**config.mk**
```make
export PLATFORM = sky130hd
export DESIGN_NAME = button_debounce_long_press
export DESIGN_NICKNAME = d
export VERILOG_FILES = /design/src/rtl/bdlp_pkg.sv /design/src/rtl/button_debounce_long_press.sv /design/src/rtl/bdlp_cfg_regs.sv /design/src/rtl/bdlp_core.sv
export SDC_FILE = /design/constraint.sdc
export NUM_CORES = 1
export LEC_CHECK = 0
export BUFFER_PORTS_ARGS = -buffer_cell sky130_fd_sc_hd__buf_2
export CORE_ASPECT_RATIO = 0.6
export CORE_MARGIN = 2
export CORE_UTILIZATION = 59
export DETAILED_ROUTE_END_ITERATION = 16
export GPL_ROUTABILITY_DRIVEN = 1
export GPL_TIMING_DRIVEN = 0
export PLACE_DENSITY = 0.93
export REMOVE_ABC_BUFFERS = 1
export SYNTH_ARGS = -nofsm -noshare
export SYNTH_HDL_FRONTEND = slang
export SYNTH_SLANG_ARGS = --single-unit
```
**constraint.sdc**
```tcl
create_clock -name aclk -period 5.3 [get_ports aclk]
set_input_delay 0.265 -clock aclk [delete_from_list [all_inputs] [get_ports aclk]]
set_output_delay 0.265 -clock aclk [all_outputs]
set_load 0.02 [all_outputs]
```
**src/rtl/bdlp_pkg.sv**
```systemverilog
// Shared types and constants for the debounced button with long-press detection.
// No dependencies; imported by every module of the block.
`default_nettype none

package bdlp_pkg;

    localparam int DEB_W  = 16;
    localparam int HOLD_W = 24;
    localparam int EV_W   = 3;

    // Event codes carried in the result word.
    localparam logic [EV_W-1:0] EV_NONE       = 3'd0;
    localparam logic [EV_W-1:0] EV_PRESS      = 3'd1;
    localparam logic [EV_W-1:0] EV_SHORT_REL  = 3'd2;
    localparam logic [EV_W-1:0] EV_LONG_PRESS = 3'd3;
    localparam logic [EV_W-1:0] EV_LONG_REL   = 3'd4;

    localparam logic [HOLD_W-1:0] HOLD_MAX = {HOLD_W{1'b1}};

    // Register indexes on the configuration port (byte address = 4 * index).
    localparam logic [1:0] REG_DEBOUNCE   = 2'd0;
    localparam logic [1:0] REG_LONG_PRESS = 2'd1;
    localparam logic [1:0] REG_PRESSED_LV = 2'd2;

    localparam logic [DEB_W-1:0]  DEBOUNCE_RESET   = 16'd10;
    localparam logic [HOLD_W-1:0] LONG_PRESS_RESET = 24'd2000;
    localparam logic              PRESSED_LV_RESET = 1'b0;

    typedef struct packed {
        logic [DEB_W-1:0]  debounce_ticks;
        logic [HOLD_W-1:0] long_press_ticks;
        logic              pressed_level;
    } cfg_t;

endpackage

`default_nettype wire

```
**src/rtl/button_debounce_long_press.sv**
```systemverilog
// Top level of the debounced push button with press, release and long-press events.
// Depends on bdlp_pkg, bdlp_cfg_regs and bdlp_core.
//
// Usage:
// The slave stream carries one word per tick of the button sample clock. Each
// accepted word produces exactly one result word on the master stream, holding
// the event of that tick (none, press, short release, long press, long release)
// and the debounced pressed state after the tick.
// The result is registered: a word accepted in a cycle shows its result in
// the next. Throughput is one word per cycle while the receiver takes each
// result; the debounce countdown, the hold counter increment and the limit
// compares all settle between the input handshake and the result register.
// When the receiver stalls, the result register holds its word and s_tready
// drops until the word is taken; a word is accepted in the same cycle the
// pending result leaves, so a steady stream never loses a cycle.
// Reset (aresetn low, synchronous) empties the result register, clears all
// counters and the debounced state to released, and reloads the configuration
// registers: debounce 10 ticks, long press 2000 ticks, pressed level 0.
// Configuration is written over the APB-style port at byte addresses 0, 4 and 8
// while the stream is idle; reads return the stored values.
`default_nettype none

module button_debounce_long_press
    import bdlp_pkg::*;
(
    input  wire logic        aclk,
    input  wire logic        aresetn,

    input  wire logic        s_tvalid,
    output logic             s_tready,
    input  wire logic [7:0]  s_tdata,   // [0] raw_level, [1] enable, [7:2] zero

    output logic             m_tvalid,
    input  wire logic        m_tready,
    output logic      [7:0]  m_tdata,   // [2:0] event_res, [3] pressed, [7:4] zero

    input  wire logic        psel,
    input  wire logic        penable,
    input  wire logic        pwrite,
    input  wire logic [3:0]  paddr,
    input  wire logic [31:0] pwdata,
    output logic      [31:0] prdata,
    output logic             pready
);

    cfg_t            cfg;
    logic [EV_W-1:0] event_res;
    logic            pressed;

    bdlp_cfg_regs u_cfg (
        .aclk    (aclk),
        .aresetn (aresetn),
        .psel    (psel),
        .penable (penable),
        .pwrite  (pwrite),
        .paddr   (paddr),
        .pwdata  (pwdata),
        .prdata  (prdata),
        .pready  (pready),
        .cfg     (cfg)
    );

    // The upper bits of the input word carry nothing and are ignored.
    bdlp_core u_core (
        .aclk      (aclk),
        .aresetn   (aresetn),
        .cfg       (cfg),
        .in_valid  (s_tvalid),
        .in_ready  (s_tready),
        .raw_level (s_tdata[0]),
        .enable    (s_tdata[1]),
        .out_valid (m_tvalid),
        .out_ready (m_tready),
        .event_res (event_res),
        .pressed   (pressed)
    );

    assign m_tdata = {4'd0, pressed, event_res};

endmodule

`default_nettype wire

```
**src/rtl/bdlp_cfg_regs.sv**
```systemverilog
// APB-style register file holding the debounce and long-press settings.
// Depends on bdlp_pkg for the register indexes, reset values and cfg_t.
`default_nettype none

module bdlp_cfg_regs
    import bdlp_pkg::*;
(
    input  wire logic        aclk,
    input  wire logic        aresetn,
    input  wire logic        psel,
    input  wire logic        penable,
    input  wire logic        pwrite,
    input  wire logic [3:0]  paddr,
    input  wire logic [31:0] pwdata,
    output logic      [31:0] prdata,
    output logic             pready,
    output cfg_t             cfg
);

    logic [DEB_W-1:0]  debounce_reg;
    logic [HOLD_W-1:0] long_press_reg;
    logic              pressed_lv_reg;
    logic              wr_en;

    assign pready = 1'b1;
    assign wr_en  = psel & penable & pwrite;

    always_ff @(posedge aclk) begin
        if (!aresetn) begin
            debounce_reg   <= DEBOUNCE_RESET;
            long_press_reg <= LONG_PRESS_RESET;
            pressed_lv_reg <= PRESSED_LV_RESET;
        end else if (wr_en) begin
            case (paddr[3:2])
                REG_DEBOUNCE:   debounce_reg   <= pwdata[DEB_W-1:0];
                REG_LONG_PRESS: long_press_reg <= pwdata[HOLD_W-1:0];
                REG_PRESSED_LV: pressed_lv_reg <= pwdata[0];
                default: ;
            endcase
        end
    end

    always_comb begin
        case (paddr[3:2])
            REG_DEBOUNCE:   prdata = {{(32-DEB_W){1'b0}}, debounce_reg};
            REG_LONG_PRESS: prdata = {{(32-HOLD_W){1'b0}}, long_press_reg};
            REG_PRESSED_LV: prdata = {31'd0, pressed_lv_reg};
            default:        prdata = 32'd0;
        endcase
    end

    assign cfg.debounce_ticks   = debounce_reg;
    assign cfg.long_press_ticks = long_press_reg;
    assign cfg.pressed_level    = pressed_lv_reg;

endmodule

`default_nettype wire

```
**src/rtl/bdlp_core.sv**
```systemverilog
// Debounce countdown, hold counter and event decode, with the result register.
// Depends on bdlp_pkg for the event codes, widths and cfg_t.
`default_nettype none

module bdlp_core
    import bdlp_pkg::*;
(
    input  wire logic       aclk,
    input  wire logic       aresetn,
    input  wire cfg_t       cfg,
    input  wire logic       in_valid,
    output logic            in_ready,
    input  wire logic       raw_level,
    input  wire logic       enable,
    output logic            out_valid,
    input  wire logic       out_ready,
    output logic [EV_W-1:0] event_res,
    output logic            pressed
);

    logic              last_raw_reg,   last_raw_next;
    logic [DEB_W-1:0]  deb_left_reg,   deb_left_next;
    logic              deb_armed_reg,  deb_armed_next;
    logic              stable_reg,     stable_next;
    logic [HOLD_W-1:0] hold_reg,       hold_next;
    logic              running_reg,    running_next;
    logic              out_valid_reg;
    logic [EV_W-1:0]   event_reg,      event_next;
    logic              pressed_reg;

    logic [HOLD_W-1:0] limit;
    logic [DEB_W-1:0]  deb_load;
    logic [DEB_W-1:0]  deb_dec;
    logic              expired;
    logic              now_pressed;
    logic              accept;

    assign in_ready = !out_valid_reg || out_ready;
    assign accept   = in_valid && in_ready;

    assign limit    = (cfg.long_press_ticks == '0) ? HOLD_W'(1) : cfg.long_press_ticks;
    assign deb_load = (cfg.debounce_ticks == '0) ? DEB_W'(1) : cfg.debounce_ticks;
    assign deb_dec  = (deb_left_reg != '0) ? deb_left_reg - DEB_W'(1) : '0;
    assign now_pressed = (raw_level == cfg.pressed_level);

    always_comb begin
        hold_next      = hold_reg;
        running_next   = running_reg;
        event_next     = EV_NONE;
        deb_left_next  = deb_left_reg;
        deb_armed_next = deb_armed_reg;
        stable_next    = stable_reg;
        expired        = 1'b0;

        // The hold counter advances first, saturating at full scale.
        if (running_reg) begin
            if (hold_reg != HOLD_MAX) begin
                hold_next = hold_reg + HOLD_W'(1);
            end
            if (hold_next == limit) begin
                event_next   = EV_LONG_PRESS;
                running_next = 1'b0;
            end
        end

        if (raw_level != last_raw_reg) begin
            deb_left_next  = deb_load;
            deb_armed_next = 1'b1;
        end else if (deb_armed_reg) begin
            deb_left_next = deb_dec;
            if (deb_dec == '0) begin
                deb_armed_next = 1'b0;
                expired        = 1'b1;
            end
        end

        // A release is judged with the count already advanced on this tick.
        if (expired) begin
            stable_next = now_pressed;
            if ((now_pressed != stable_reg) && enable) begin
                if (now_pressed) begin
                    event_next   = EV_PRESS;
                    hold_next    = '0;
                    running_next = 1'b1;
                end else begin
                    running_next = 1'b0;
                    event_next   = (hold_next < limit) ? EV_SHORT_REL : EV_LONG_REL;
                    hold_next    = '0;
                end
            end
        end
    end

    assign last_raw_next = raw_level;

    always_ff @(posedge aclk) begin
        if (!aresetn) begin
            last_raw_reg  <= 1'b1;
            deb_left_reg  <= '0;
            deb_armed_reg <= 1'b0;
            stable_reg    <= 1'b0;
            hold_reg      <= '0;
            running_reg   <= 1'b0;
            out_valid_reg <= 1'b0;
        end else begin
            if (accept) begin
                last_raw_reg  <= last_raw_next;
                deb_left_reg  <= deb_left_next;
                deb_armed_reg <= deb_armed_next;
                stable_reg    <= stable_next;
                hold_reg      <= hold_next;
                running_reg   <= running_next;
                out_valid_reg <= 1'b1;
            end else if (out_ready) begin
                out_valid_reg <= 1'b0;
            end
        end
    end

    always_ff @(posedge aclk) begin
        if (accept) begin
            event_reg   <= event_next;
            pressed_reg <= stable_next;
        end
    end

    assign out_valid = out_valid_reg;
    assign event_res = event_reg;
    assign pressed   = pressed_reg;

endmodule

`default_nettype wire

```
==> qor.csv <==
metric,value,unit
Area Overhead vs Synth,7.50,%
CP Buf/Inv Count,0,
total setup buffers inserted after CTS,0,
post-CTS sizing,0,
first-pass GRT wire length,32.5,mm
Synth Flop Type,dfxtp_1,
later-pin clock latency in the skew report,350,ps
"IR drop worst, VDD",0.000189,V
drt first pass iters,6,
Ant. Diodes,0,
"top cells by count, synth","158 x nand2_1, 86 x dfxtp_1, 78 x a21oi_1",
Reg-to-Reg Start,u_core.hold_reg[0]$_SDFFE_PN0P_,
Final min period,4820,ps
initial core utilization,61.6,%
ranking of synthesized cells by area,"dfxtp_1 26%, nand2_1 8.9%, a21oi_1 5.9%, xnor2_1 5.0%, ha_1 4.9%",
placed cell count,1047,
CP startpoint kind,flip-flop,
Critical Path End,u_core.event_res[1]$_DFFE_PP_,
routed vias,6984,
CP Data Required Time,5400,ps
Overall Power,1.79,mW
skew final,6.30,ps
fmax,0.208,GHz
Final WS setup,482,ps
Core Rows,29,
Setup-failing EPs final,0,
area share of the largest cell type after synthesis,25.9,%
I/O Pins,94,
CP Capture Type,flip-flop,
"Largest stage delay, worst path",850,ps
critical path depth,14,
Fin. Hold Viols,0,
final HPWL from detailed placement,15.0,mm
crit share post-route,90.9,%
syn avg cell area,7.31,um2
clock sinks,90,
initial antenna violation count,1,
Final Non-Filler Cells,1063,
CTS buffer count,9,
synth unique cells,75,
Worst path slowest cell,a2111oi_0,
LEAKAGE,2.78,nW
CTS Buffer Depth,2,
layout cell share with drive strength beyond 1,11.1,%
power per cell area,251,nW/um2
Setup crit start,u_core.hold_reg[0]$_SDFFE_PN0P_,
area of the mapped netlist,6640,um2
core area,10800,um2
"CTS clk-pin slew, worst paths",70,ps
fill cell count,901,
Die ar.,12200,um2
overall global routing resource usage,34.0,%
Post-DRT Antenna Nets,0,
port bufs,64,
design area,7140,um2
Hold Crit Class,in -> reg,
Yosys reg bits,90,
kind of critical path,reg -> reg,
drt total wl,20.5,mm
Final GP Congestion,1.04,
crit-path cells,ha_1 > nand3_1 > nor4_4 > a2111oi_0 > nand2_1 > nor2_1 > xor2_1 > ha_1 > nand4_1 > nor2_1 > nand3_1 > a2111oi_0 > or4_4 > o21ai_2,
slew margin rel.,5.08,%
htree depth,3,
largest net degree at the start of global routing,51,
r2r setup slk,480,ps
Die Height,86.2,um
register area share after synthesis,27.7,%
number of global-route vias before repair,6073,
synth warn,0,
RSZ-0062 raised after global routing,false,
Syn Inst Count,909,
max cap viols,0,
post-layout net count,996,
final hold slack,151,ps
Reg2Reg Depth,14,
dpl ws,488,ps
Synth async-reset ratio,0,%
CP Max Fanout,9,
global route total overflow,0,
status,"complete, no violations",
DIE WIDTH,141,um
"Arr. time, crit path",4920,ps
Post-DP Area,6840,um2
Root Buffer,clkbuf_16,
r2r endpoint,u_core.event_res[1]$_DFFE_PP_,
CTS tree,built,
final core utilization,66.3,%
top-count cell post-synth,nand2_1,
Slew Limit Fails,0,
DRC violations left,0,
TNS Setup,0,ps
family with the most delay on the worst path,simple AND/OR/NAND/NOR gates,
DR WL/cell,19.3,um
cell taking the most area after synthesis,dfxtp_1,
post-DR vias/cell,6.57,
Initial DRC Count,1121,
number of flops mapped to enable cells by yosys,4,
CTS Hold Buffers Added,0,
Slew @ Worst Pin,1420,ps
[worst reg2reg max path, cell delays in order (launching register included)]
cell and delay, ps:
dfxtp_1 460, ha_1 370, nand3_1 320, nor4_4 650, a2111oi_0 300, nand2_1 210, nor2_1 90, xor2_1 170
ha_1 320, nand4_1 160, nor2_1 220, nand3_1 120, a2111oi_0 860, or4_4 270, o21ai_2 50
[layer usage]
layer,vias to the layer above,GRT usage [%],part of all wire (%)
met5,-,1.21,0.039
met3,47,13.5,17
met2,506,44.5,37
met1,3218,51.4,44
met4,2,7.09,1.5
li1,3211,-,-
[where the power goes]
group          internal (mW)  switching (mW)  total, mW  leakage (nW)
sequential             0.701          0.0356      0.737         0.737
clock                  0.368           0.294      0.662         0.143
combinational          0.133           0.262      0.395          1.90
[layout make-up]
class	instances	area (um2)	share of cell area, %
Multi-Input combinational cell	716	4340	60.8
Sequential cell	90	1840	25.8
Timing Repair Buffer	67	359	5.03
Clock buffer	10	229	3.21
Tap cell	139	174	2.44
Inverter	35	131	1.84
Clock inverter	6	65.1	0.911
[kinds of logic after synthesis]
kind of cell / after synthesis / share of synthesized area [%]
fa+ha+maj: 26 / 4.90
flops: 90 / 27.7
simple gates: 396 / 29.2
buf+inv: 114 / 7.84
compound gates: 197 / 18.7
other cells: 2 / 0.113
mux: 22 / 3.35
xor+xnor: 62 / 8.17
[how the worst min path moves through the flow]
stage,from,end,slack (ps),cells past startpoint
global placement,u_cfg.pressed_lv_reg$_SDFFE_PN0P_,u_cfg.pressed_lv_reg$_SDFFE_PN0P_,470,2
CTS,s_tvalid,u_core.out_valid$_SDFFE_PN0P_,150,3
finish,pwdata[21],u_cfg.long_press_reg[21]$_SDFFE_PN0P_,150,3
global route,pwdata[23],u_cfg.long_press_reg[23]$_SDFFE_PN0P_,160,3
detailed placement,u_cfg.debounce_reg[13]$_SDFFE_PN0P_,u_cfg.debounce_reg[13]$_SDFFE_PN0P_,480,2
floorplan,aresetn,u_cfg.debounce_reg[1]$_SDFFE_PN1P_,340,1
[cells in the final DEF (no fill, tap or decap), types with 27 or more instances in the layout]
master,netlist,routed
a21oi_1,78,78
buf_2,17,64
dfxtp_1,86,86
inv_1,35,34
nand2_1,158,158
nand3_1,42,42
nand4_1,27,27
nor2_1,69,69
o21ai_0,29,28
xnor2_1,38,38
(Power assumes the default switching activity.)
